`src/hw/rtl/spc_pkg.sv`:
```
// shared constants and types for the scan polar-to-cartesian block
// no dependencies
`default_nettype none

package spc_pkg;

	// default sizes
	localparam int RANGE_BITS_DEF = 16;
	localparam int PHASE_BITS_DEF = 24;
	localparam int CORDIC_ITERATIONS_DEF = 16;

	// fixed-point format of the rotating vector
	localparam int FRAC_BITS = 24;
	localparam int HEADROOM_BITS = 2;
	localparam int TURN_BITS = 32;
	localparam logic [31:0] GAIN_Q32 = 32'd2608131496;

	// register map
	localparam int REG_ADDR_BITS = 3;
	localparam logic REG_START_ANGLE = 1'b0;
	localparam logic REG_ANGLE_STEP = 1'b1;

	// quadrant codes
	localparam logic [1:0] QUAD_0 = 2'd0;
	localparam logic [1:0] QUAD_1 = 2'd1;
	localparam logic [1:0] QUAD_2 = 2'd2;
	localparam logic [1:0] QUAD_3 = 2'd3;

	typedef struct packed {
		logic start;   // load product and residual angle
		logic init;    // round product into x, clear y
		logic step;    // one micro-rotation
	} spc_rot_ctrl_t;

	// atan(2^-i) in units of 2^-32 turn
	function automatic logic [31:0] atan_turn(input logic [4:0] idx);
		logic [31:0] v;
		case (idx)
			5'd0: v = 32'd536870912;
			5'd1: v = 32'd316933406;
			5'd2: v = 32'd167458907;
			5'd3: v = 32'd85004756;
			5'd4: v = 32'd42667331;
			5'd5: v = 32'd21354465;
			5'd6: v = 32'd10679838;
			5'd7: v = 32'd5340245;
			5'd8: v = 32'd2670163;
			5'd9: v = 32'd1335087;
			5'd10: v = 32'd667544;
			5'd11: v = 32'd333772;
			5'd12: v = 32'd166886;
			5'd13: v = 32'd83443;
			5'd14: v = 32'd41722;
			5'd15: v = 32'd20861;
			5'd16: v = 32'd10430;
			5'd17: v = 32'd5215;
			5'd18: v = 32'd2608;
			5'd19: v = 32'd1304;
			5'd20: v = 32'd652;
			5'd21: v = 32'd326;
			5'd22: v = 32'd163;
			5'd23: v = 32'd81;
			5'd24: v = 32'd41;
			5'd25: v = 32'd20;
			5'd26: v = 32'd10;
			5'd27: v = 32'd5;
			5'd28: v = 32'd3;
			5'd29: v = 32'd1;
			5'd30: v = 32'd1;
			default: v = 32'd0;
		endcase
		return v;
	endfunction

endpackage

`default_nettype wire

```
`src/hw/rtl/spc_regs.sv`:
```
// apb configuration registers: start angle and per-beam angle step
// depends on spc_pkg
`default_nettype none

module spc_regs #(
	parameter int PHASE_BITS = spc_pkg::PHASE_BITS_DEF
) (
	input  wire logic                                   clk,
	input  wire logic                                   arst_n,
	input  wire logic                                   psel,
	input  wire logic                                   penable,
	input  wire logic                                   pwrite,
	input  wire logic [spc_pkg::REG_ADDR_BITS-1:0]      paddr,
	input  wire logic [31:0]                            pwdata,
	output logic      [31:0]                            prdata,
	output logic                                        pready,
	output logic      [PHASE_BITS-1:0]                  start_angle,
	output logic      [PHASE_BITS-1:0]                  angle_step
);

	logic [PHASE_BITS-1:0] start_angle_q;
	logic [PHASE_BITS-1:0] angle_step_q;
	logic                  wr_en;

	assign pready = 1'b1;
	assign wr_en  = psel && penable && pwrite;

	always_ff @(posedge clk or negedge arst_n) begin
		if (!arst_n) begin
			start_angle_q <= '0;
			angle_step_q  <= '0;
		end else if (wr_en) begin
			case (paddr[2])
				spc_pkg::REG_START_ANGLE: start_angle_q <= PHASE_BITS'(pwdata);
				spc_pkg::REG_ANGLE_STEP:  angle_step_q  <= PHASE_BITS'(pwdata);
				default: ;
			endcase
		end
	end

	always_comb begin
		case (paddr[2])
			spc_pkg::REG_START_ANGLE: prdata = 32'(start_angle_q);
			spc_pkg::REG_ANGLE_STEP:  prdata = 32'(angle_step_q);
			default:                  prdata = '0;
		endcase
	end

	assign start_angle = start_angle_q;
	assign angle_step  = angle_step_q;

endmodule

`default_nettype wire

```
`src/hw/rtl/spc_rotator.sv`:
```
// shared cordic rotation unit: gain multiply, then one add/shift step per cycle
// depends on spc_pkg
`default_nettype none

module spc_rotator #(
	parameter int RANGE_BITS        = spc_pkg::RANGE_BITS_DEF,
	parameter int CORDIC_ITERATIONS = spc_pkg::CORDIC_ITERATIONS_DEF
) (
	input  wire logic                          clk,
	input  wire logic                          arst_n,
	input  wire spc_pkg::spc_rot_ctrl_t        ctrl,
	input  wire logic [RANGE_BITS-1:0]         range_value,
	input  wire logic [31:0]                   z_init,
	output logic                               iter_last,
	output logic signed [RANGE_BITS+spc_pkg::FRAC_BITS+spc_pkg::HEADROOM_BITS-1:0] x_out,
	output logic signed [RANGE_BITS+spc_pkg::FRAC_BITS+spc_pkg::HEADROOM_BITS-1:0] y_out
);

	localparam int VW = RANGE_BITS + spc_pkg::FRAC_BITS + spc_pkg::HEADROOM_BITS;
	localparam int MW = RANGE_BITS + 32;
	localparam int IW = $clog2(CORDIC_ITERATIONS);

	logic [MW-1:0]        mul_q;
	logic signed [VW-1:0] x_q;
	logic signed [VW-1:0] y_q;
	logic signed [31:0]   z_q;
	logic [IW-1:0]        iter_q;

	logic [MW:0]          rnd;
	logic signed [VW-1:0] dx;
	logic signed [VW-1:0] dy;
	logic signed [31:0]   ang;

	assign rnd = (MW+1)'(mul_q) + (MW+1)'(128);
	assign dx  = y_q >>> iter_q;
	assign dy  = x_q >>> iter_q;
	assign ang = signed'(spc_pkg::atan_turn(5'(iter_q)));

	always_ff @(posedge clk or negedge arst_n) begin
		if (!arst_n) begin
			iter_q <= '0;
		end else if (ctrl.start) begin
			iter_q <= '0;
		end else if (ctrl.step) begin
			iter_q <= iter_q + 1'b1;
		end
	end

	always_ff @(posedge clk) begin
		if (ctrl.start) begin
			mul_q <= MW'(range_value) * MW'(spc_pkg::GAIN_Q32);
			z_q   <= signed'(z_init);
		end
		if (ctrl.init) begin
			x_q <= signed'({1'b0, rnd[MW:8]});
			y_q <= '0;
		end else if (ctrl.step) begin
			if (z_q >= 0) begin
				x_q <= x_q - dx;
				y_q <= y_q + dy;
				z_q <= z_q - ang;
			end else begin
				x_q <= x_q + dx;
				y_q <= y_q - dy;
				z_q <= z_q + ang;
			end
		end
	end

	assign iter_last = (iter_q == IW'(CORDIC_ITERATIONS - 1));
	assign x_out     = x_q;
	assign y_out     = y_q;

endmodule

`default_nettype wire

```
`src/hw/rtl/scan_polar_to_cartesian.sv`:
```
// top level: laser range sample to planar point via iterative cordic
// depends on spc_pkg, spc_regs, spc_rotator
`default_nettype none

// channel   signals                                   direction
// input     in_valid, in_stall, range_value,          sample in
//           first_of_scan
// output    out_valid, out_stall, x_coord, y_coord    point out
// config    psel, penable, pwrite, paddr, pwdata,     apb registers
//           prdata, pready
//
// an item holds the single shared rotation unit from one input transfer to the
// next: the gain multiply, the vector load, CORDIC_ITERATIONS micro-rotations
// done one micro-rotation per cycle, then the finish
// in_stall is high from the transfer until the finished point is in the
// output register; the output register frees the unit for the next sample
// while the point waits, and a full stalled output register holds the finish
// reset clears the sequencer, the beam phase and the configuration registers

module scan_polar_to_cartesian #(
	parameter int RANGE_BITS        = spc_pkg::RANGE_BITS_DEF,
	parameter int PHASE_BITS        = spc_pkg::PHASE_BITS_DEF,
	parameter int CORDIC_ITERATIONS = spc_pkg::CORDIC_ITERATIONS_DEF
) (
	input  wire logic                               clk,
	input  wire logic                               arst_n,
	// input samples
	input  wire logic                               in_valid,
	output logic                                    in_stall,
	input  wire logic [RANGE_BITS-1:0]              range_value,
	input  wire logic                               first_of_scan,
	// output points
	output logic                                    out_valid,
	input  wire logic                               out_stall,
	output logic signed [RANGE_BITS:0]              x_coord,
	output logic signed [RANGE_BITS:0]              y_coord,
	// configuration
	input  wire logic                               psel,
	input  wire logic                               penable,
	input  wire logic                               pwrite,
	input  wire logic [spc_pkg::REG_ADDR_BITS-1:0]  paddr,
	input  wire logic [31:0]                        pwdata,
	output logic      [31:0]                        prdata,
	output logic                                    pready
);

	localparam int VW = RANGE_BITS + spc_pkg::FRAC_BITS + spc_pkg::HEADROOM_BITS;
	localparam int RW = VW - spc_pkg::FRAC_BITS;

	typedef enum logic [3:0] {
		S_IDLE = 4'b0001,   // waiting for a sample
		S_LOAD = 4'b0010,   // product rounded into the vector
		S_ITER = 4'b0100,   // micro-rotations
		S_FIN  = 4'b1000    // fold, round, into output register
	} state_t;

	state_t                 state_q;
	state_t                 state_d;
	spc_pkg::spc_rot_ctrl_t rot_ctrl;

	logic [PHASE_BITS-1:0]  start_angle;
	logic [PHASE_BITS-1:0]  angle_step;
	logic [PHASE_BITS-1:0]  beam_phase_q;
	logic [PHASE_BITS-1:0]  phase_sel;
	logic [31:0]            p32;
	logic [1:0]             quad_q;

	logic                   in_xfer;
	logic                   out_xfer;
	logic                   fin_go;
	logic                   iter_last;

	logic signed [VW-1:0]   x_rot;
	logic signed [VW-1:0]   y_rot;
	logic signed [VW-1:0]   fx;
	logic signed [VW-1:0]   fy;
	logic signed [RANGE_BITS:0] x_fin;
	logic signed [RANGE_BITS:0] y_fin;

	logic                   out_valid_q;
	logic signed [RANGE_BITS:0] x_q;
	logic signed [RANGE_BITS:0] y_q;

	// saturation bound +-(2^RANGE_BITS - 1)
	localparam logic signed [RW-1:0] LIM = signed'(RW'({RANGE_BITS{1'b1}}));

	// round half up by dropping the fraction, then clamp
	function automatic logic signed [RANGE_BITS:0] finish(input logic signed [VW-1:0] v);
		logic signed [VW-1:0] s;
		logic signed [RW-1:0] r;
		logic signed [RW-1:0] c;
		s = v + signed'(VW'(1) <<< (spc_pkg::FRAC_BITS - 1));
		r = RW'(s >>> spc_pkg::FRAC_BITS);
		if (r > LIM) begin
			c = LIM;
		end else if (r < -LIM) begin
			c = -LIM;
		end else begin
			c = r;
		end
		return (RANGE_BITS+1)'(c);
	endfunction

	spc_regs #(
		.PHASE_BITS (PHASE_BITS)
	) u_regs (
		.clk         (clk),
		.arst_n      (arst_n),
		.psel        (psel),
		.penable     (penable),
		.pwrite      (pwrite),
		.paddr       (paddr),
		.pwdata      (pwdata),
		.prdata      (prdata),
		.pready      (pready),
		.start_angle (start_angle),
		.angle_step  (angle_step)
	);

	// handshakes
	assign in_stall = (state_q != S_IDLE);
	assign in_xfer  = in_valid && !in_stall;
	assign out_xfer = out_valid_q && !out_stall;
	assign fin_go   = (state_q == S_FIN) && (!out_valid_q || !out_stall);

	// beam angle: restart on first beam, else the accumulated phase
	assign phase_sel = first_of_scan ? start_angle : beam_phase_q;
	// widen to a 32-bit turn: top two bits quadrant, rest residual
	assign p32 = 32'(phase_sel) << (spc_pkg::TURN_BITS - PHASE_BITS);

	always_ff @(posedge clk or negedge arst_n) begin
		if (!arst_n) begin
			beam_phase_q <= '0;
		end else if (in_xfer) begin
			beam_phase_q <= phase_sel + angle_step;
		end
	end

	always_ff @(posedge clk) begin
		if (in_xfer) begin
			quad_q <= p32[31:30];
		end
	end

	// sequencer
	always_comb begin
		state_d = state_q;
		case (state_q)
			S_IDLE: begin
				if (in_xfer) begin
					state_d = S_LOAD;
				end
			end
			S_LOAD: state_d = S_ITER;
			S_ITER: begin
				if (iter_last) begin
					state_d = S_FIN;
				end
			end
			S_FIN: begin
				if (fin_go) begin
					state_d = S_IDLE;
				end
			end
			default: state_d = S_IDLE;
		endcase
	end

	always_ff @(posedge clk or negedge arst_n) begin
		if (!arst_n) begin
			state_q <= S_IDLE;
		end else begin
			state_q <= state_d;
		end
	end

	assign rot_ctrl.start = in_xfer;
	assign rot_ctrl.init  = (state_q == S_LOAD);
	assign rot_ctrl.step  = (state_q == S_ITER);

	spc_rotator #(
		.RANGE_BITS        (RANGE_BITS),
		.CORDIC_ITERATIONS (CORDIC_ITERATIONS)
	) u_rotator (
		.clk         (clk),
		.arst_n      (arst_n),
		.ctrl        (rot_ctrl),
		.range_value (range_value),
		.z_init      ({2'b00, p32[29:0]}),
		.iter_last   (iter_last),
		.x_out       (x_rot),
		.y_out       (y_rot)
	);

	// quadrant fold
	always_comb begin
		case (quad_q)
			spc_pkg::QUAD_1: begin
				fx = -y_rot;
				fy = x_rot;
			end
			spc_pkg::QUAD_2: begin
				fx = -x_rot;
				fy = -y_rot;
			end
			spc_pkg::QUAD_3: begin
				fx = y_rot;
				fy = -x_rot;
			end
			default: begin
				fx = x_rot;
				fy = y_rot;
			end
		endcase
	end

	assign x_fin = finish(fx);
	assign y_fin = finish(fy);

	// output register
	always_ff @(posedge clk or negedge arst_n) begin
		if (!arst_n) begin
			out_valid_q <= 1'b0;
		end else if (fin_go) begin
			out_valid_q <= 1'b1;
		end else if (out_xfer) begin
			out_valid_q <= 1'b0;
		end
	end

	always_ff @(posedge clk) begin
		if (fin_go) begin
			x_q <= x_fin;
			y_q <= y_fin;
		end
	end

	assign out_valid = out_valid_q;
	assign x_coord   = x_q;
	assign y_coord   = y_q;

	// checks
	a_state_onehot: assert property (@(posedge clk) disable iff (!arst_n)
		$onehot(state_q))
		else $error("sequencer state not one-hot");

	a_accept_loads: assert property (@(posedge clk) disable iff (!arst_n)
		in_xfer |=> (state_q == S_LOAD))
		else $error("accepted sample did not start the vector load");

	a_last_finishes: assert property (@(posedge clk) disable iff (!arst_n)
		(state_q == S_ITER) && iter_last |=> (state_q == S_FIN))
		else $error("last rotation did not move to finish");

	a_fin_fills_out: assert property (@(posedge clk) disable iff (!arst_n)
		fin_go |=> out_valid_q && (state_q == S_IDLE))
		else $error("finished point not held in output register");

endmodule

`default_nettype wire
```
`config.mk`:
```
export PLATFORM = sky130hd
export DESIGN_NAME = scan_polar_to_cartesian
export DESIGN_NICKNAME = d
export VERILOG_FILES = /design/src/hw/rtl/spc_pkg.sv /design/src/hw/rtl/spc_regs.sv /design/src/hw/rtl/spc_rotator.sv /design/src/hw/rtl/scan_polar_to_cartesian.sv
export SDC_FILE = /design/constraint.sdc
export NUM_CORES = 2
export LEC_CHECK = 0
export BUFFER_PORTS_ARGS = -buffer_cell sky130_fd_sc_hd__buf_4
export CAP_MARGIN = 25
export CORE_MARGIN = 1.5
export CORE_UTILIZATION = 50
export CTS_BUF_LIST = sky130_fd_sc_hd__clkbuf_8
export DETAILED_ROUTE_END_ITERATION = 7
export PLACE_DENSITY = 0.71
export SLEW_MARGIN = 20
export SYNTH_ARGS = -nofsm -noshare
export SYNTH_HDL_FRONTEND = slang
export SYNTH_SLANG_ARGS = --single-unit
```
`constraint.sdc`:
```
create_clock -name clk -period 7.32 [get_ports clk]
set_input_delay 1.464 -clock clk [delete_from_list [all_inputs] [get_ports clk]]
set_output_delay 1.464 -clock clk [all_outputs]
set_load 0.005 [all_outputs]
```
# After elaboration in Yosys (flattened, before gate mapping)
# Memory sizes are Yosys's and may differ from the RTL's.
# Cells that the tools add are included.
[op_classes]
add_sub_neg = 13
multipliers = 1
magnitude_cmp = 5
n_eq_ne = 12
shift = 2
mux = 22
n_bitwise = 1
reduce_logical = 17
[op_table]
columns = ["op", "n"]
rows = [
  ["$pmux 42 s3", 2],
  ["$mux 32", 4],
  ["$add 42x25->42 const B", 2],
  ["$add 42x42->42", 2],
  ["$mux 42", 2],
  ["$neg 42->42", 2],
  ["$sshr 42x4->42", 2],
  ["$sub 42x42->42", 2],
  ["$mux 41", 2],
  ["$pmux 32 s2", 1],
  ["$add 48x8->49 const B", 1],
  ["$mul 16x29->45 const B", 1],
  ["$gt 18x17->1 const B", 2],
  ["$lt 18x17->1 const B", 2],
  ["$mux 17", 2],
  ["$add 32x32->32", 1],
  ["$ge 32x1->1 const B", 1],
  ["$sub 32x32->32", 1],
  ["$add 24x24->24", 1],
  ["$mux 24", 1],
  ["$mux 4", 5],
  ["$pmux 4 s4", 1],
  ["$eq 4x4->1 const B", 2],
  ["$reduce_bool 2->1", 3],
  ["17 further kinds", 28],
]
[word_totals]
ff_bits = 278
mem_bits_ro = 480
out_inout_bits = 69
elab_cells = 90
mem_count = 1
[memory_table]
columns = ["memory", "depth", "word_bits", "rd", "rd_ports_with_merged_regs", "wr", "line", "source"]
rows = [
  ["(no name shown)", 16, 30, 1, 0, 0, "spc_pkg.sv:38", "case (idx)"],
]

# Longest topological paths before layout
[depth]
depth_word = 6
depth_mapped = 32

# Modules after synthesis
# Synthesis repeated with hierarchy kept, for this count alone.
[unflattened]
hier_cells = 4182
hier_area_um2 = 37015.5
[modules_own_cells]
columns = ["mod", "instances", "cells_per_inst", "area_per_inst_um2"]
rows = [
  ["spc_rotator", 1, 3117, 27111.0],
  ["scan_polar_to_cartesian", 1, 925, 7631.1],
  ["spc_regs", 1, 140, 2273.4],
]

# Worst setup path before layout
# No wires, ideal clock.
[synth_path]
path_kind = "input port to flip-flop"
startpoint = "in range_value[5]"
endpoint = "reg u_rotator.mul_q[47] (data pin)"
setup_time_ns = 0.277
arrival_time_ns = 7.018
slack_ns = 0.025
cell_stages = 24
n_path_buf = 0
cell_sequence = "inv_1 > ha_1 > inv_1 > fa_1 > inv_1 > fa_1 > inv_1 > fa_1 > inv_1 > fa_1 > fa_1 > inv_1 > ha_1 > nand2_1 > o21ai_0 > o31a_1 > o31ai_1 > o21ai_0 > o21ai_0 > o21a_1 > a311oi_1 > o31ai_1 > nand3_1 > o311ai_0"
[synth_via]
elab_chain_cells = 1
[synth_rtl]
columns = ["element", "line", "source"]
rows = [
  ["start, declared", "scan_polar_to_cartesian.sv:30", "input wire logic [RANGE_BITS-1:0] range_value,"],
  ["$mul 16x29->45", "spc_rotator.sv:51", "mul_q <= MW'(range_value) * MW'(spc_pkg::GAIN_Q32);"],
  ["end signal, assigned", "spc_rotator.sv:51", ""],
  ["end, declared", "spc_rotator.sv:23", "logic [MW-1:0] mul_q;"],
]
# No other way between the ends.
# A chain may end at the register's enable or synchronous reset.

# Worst setup path in the final report
[layout_path]
startpoint = "in range_value[4]"
endpoint = "reg u_rotator.mul_q[46] (data pin)"
# Same word-level chain as after synthesis.

==> flow_summary.ini <==
[grt]
grt_overflow = 0
antenna_found_initial = 2
grt_pass1_vias = 30564
grt_use_met3_pct = 3.415
grt_pass1_wl_mm = 168.9
gr-usage-met1_pct = 38.18
grt_max_degree = 117
use_met2_pct = 45.23
grt-busiest-layer = met2
track_usage_pct = 28.28

[floorplanning]
chipWidth_um = 274.3
dieArea_um2 = 75250
start_util_pct = 50.45
io_pins = 128
fp.coreArea_um2 = 72960
std_cell_rows = 99
die_y_um = 274.3

[placement]
gp_congestion = 0.9852
dpl.cell_count = 5195
dpl.hpwl_mm = 83.40
port_buffers = 108
pre_cts_ws_ns = -0.3898

[yosys]
yosysMostFrequentCell = nand2_1
yosys-top-cells-count = 375 x nand2_1, 333 x inv_1, 313 x ha_1, 263 x o21ai_0, 239 x a21oi_1
yosys.area.top_type_share_pct = 10.64
syn-instance-count = 4122
synthArstFlopShare_pct = 29.56
synth-seq-cells = 274
syn_avg_cell_area_um2 = 8.930
netlist.top_cell.by_area = ha_1
synth_warnings = 0
ys_types = 103
synth-edff-count = 118
syn-cell-area_um2 = 36810
synth_area_leaders = ha_1 11%, edfxtp_1 9.6%, fa_1 9.3%
synthFlopType = edfxtp_1
seq_area_frac_synth_pct = 19.22

[worst_setup_path]
crit_cells = 24
end_kind = register
crit_chain = buf_4 -> fa_1 -> inv_1 -> fa_1 -> inv_1 -> fa_1 -> fa_1 -> fa_1 -> inv_1 -> fa_1 -> inv_1 -> ha_1 -> buf_4 -> a21oi_1 -> o21ai_0 -> a211o_1 -> a31oi_1 -> a21oi_1 -> o21bai_1 -> nand2_1 -> o211ai_1 -> a21oi_1 -> or4_1 -> nand3_1
rrSetupSlack_ns = 0.54
cp-endpoint = u_rotator.mul_q[46]$_DFFE_PP_
worst_path_most_repeated_cell = fa_1
crit_family = adder cells
cp.arrival_ns = 7.48
start_kind = input pin
rr_worst_depth = 23
cp_max_fo = 6
path_class = input pin to register
crit_required_ns = 7.82
startpoint = range_value[4]
timing.critical_path.buf_inv = 6
timing.rr.start = u_rotator.iter_q[1]$_DFFE_PN0P_
slowest_stage = fa_1
cp_slowest_stage_delay_ns = 0.63
reg2reg_to = u_rotator.y_out[34]$_SDFFE_PP0P_

[final_layout]
area_growth_pct = 11.00
fin_nets = 4844
final_util_pct = 56.00
layout-drive-gt1-share_pct = 16.97
final_cells = 5304
nFillCells = 6583

[clocking]
cts.clk_slew.worst_paths_ns = 0.06
cts_buffer_depth = 3
cts_tree = done
h-tree-depth = 2
root_buffer = clkbuf_8
clock_latency_ns = 0.68
cts.sinks = 274
cts_made_buffers = 51

[route]
drt-pass1-iter-count = 5
route.vias.total = 32029
wl_per_cell_um = 20.18
drt_first_iter_violations = 3117
final_antenna_net_count = 0
drc = 0
routed_via_density = 6.039
finalWirelength_mm = 107.0

[hold_path]
hold_path_class = register to register

[sta]
setup_viol = 0
rsz0062_at_grt = false
worst_slew_pin_slew_ns = 0.9479
tns_ns = 0
hold_viol_final = 0
post-route-min-period_ns = 6.978
timing.fmax_ghz = 0.1433
slew_viol_final = 0
max_slew_margin_pct = 36.81
fin_skew_ns = 0.04793
period_share_pct = 95.32
fin_ws_ns = 0.3422

[outcome]
status = complete, no violations

[flow_run]
max_cap_violations = 0
registers in the layout, summed over array words and instances (netlist names), 24 cells and up:
signal	flops
u_rotator.x_out	42
u_rotator.y_out	42
u_rotator.mul_q	41
u_rotator.z_q	32
beam_phase_q	24
u_regs.angle_step	24
u_regs.start_angle	24
worst min-delay path by stage:
stage                                 startpoint                            to  slack, ns  depth (start not counted)
floorplan            beam_phase_q[0]$_DFFE_PN0P_   beam_phase_q[0]$_DFFE_PN0P_       0.44                          2
global placement        u_rotator.z_q[0]$_DFF_P_      u_rotator.z_q[0]$_DFF_P_       0.46                          2
detailed placement  beam_phase_q[11]$_DFFE_PN0P_  beam_phase_q[11]$_DFFE_PN0P_       0.47                          2
CTS                 beam_phase_q[18]$_DFFE_PN0P_  beam_phase_q[18]$_DFFE_PN0P_       0.48                          2
global route        beam_phase_q[19]$_DFFE_PN0P_  beam_phase_q[19]$_DFFE_PN0P_       0.50                          1
finish              beam_phase_q[19]$_DFFE_PN0P_  beam_phase_q[19]$_DFFE_PN0P_       0.48                          1
kinds of logic after synthesis:
logic type               count (synthesis)  synth area share (%)
flip-flops                             274                 19.22
AO/OA/AOI/OAI                          949                 16.22
XOR/XNOR                               369                 8.862
other                                    2               0.02040
multiplexers                           360                 14.22
adder cells (fa/ha/maj)                496                 20.27
buffers and inverters                  550                 6.075
AND/OR/NAND/NOR                       1122                 15.11
stage by stage:
step	hold WS, ns	cell area, µm²
3_3_place_gp	0.4563	39550
5_1_grt	0.4968	40860
6_report	0.4783	40860
4_1_cts	0.4812	40730
2_1_floorplan	0.4418	36830
3_5_place_dp	0.4661	39560
layer usage:
| layer | routed length, µm | vias to the layer above |
|---|---|---|
| li1 | - | 15244 |
| met1 | 45490 | 15190 |
| met2 | 48030 | 1317 |
| met3 | 7911 | 278 |
| met4 | 5618 | 0 |
| met5 | 0 | - |
placed cells by master (no fill, tap or decap), types with 116 or more instances in the layout:
cell type,n
xnor2_1,227
ha_1,313
o21ai_0,263
edfxtp_1,118
nand2_1,373
mux2_2,140
xor2_1,138
a21oi_1,238
inv_1,347
fa_1,171
buf_4,326
mux4_2,116
nor2_1,219
timing repair:
action | 4_1_cts | 5_1_grt
hold buffers | 0 | 0
gates resized for setup | 0 | 0
setup buffers | 0 | 11
setup endpoints to repair | 0 | 5
cell type report:
type | count | area (µm²) | area share (%)
multi-input cells | 3305 | 27560 | 67.46
flip-flops and latches | 274 | 7089 | 17.35
repair buffers | 333 | 2580 | 6.314
inverters | 336 | 1262 | 3.090
well taps | 959 | 1200 | 2.937
clock buffers | 60 | 825.8 | 2.021
clock inverters | 36 | 335.3 | 0.8207
diodes | 1 | 2.502 | 0.006125
worst register-to-register path, cell delays in order (launching register included):
cell and delay (ns):
dfrtp_4 0.70, buf_4 0.50, mux4_2 0.37, mux4_2 0.53, inv_1 0.09, ha_1 0.20
nand3_2 0.13, or3_1 0.46, or3_1 0.41, nand2b_1 0.22, or2_2 0.33, o21ai_0 0.22
xnor2_1 0.16, ha_1 0.32, a21oi_1 0.19, nor2b_1 0.07, nor3b_1 0.26, o21ai_0 0.16
a21oi_1 0.31, a21oi_1 0.11, a2111oi_1 0.38, buf_4 0.22, o21ai_0 0.08, a211o_1 0.28
Power is left out: the tool's default activity adds up to more than one toggle a clock period on the data nets, which glitch-free logic cannot reach.
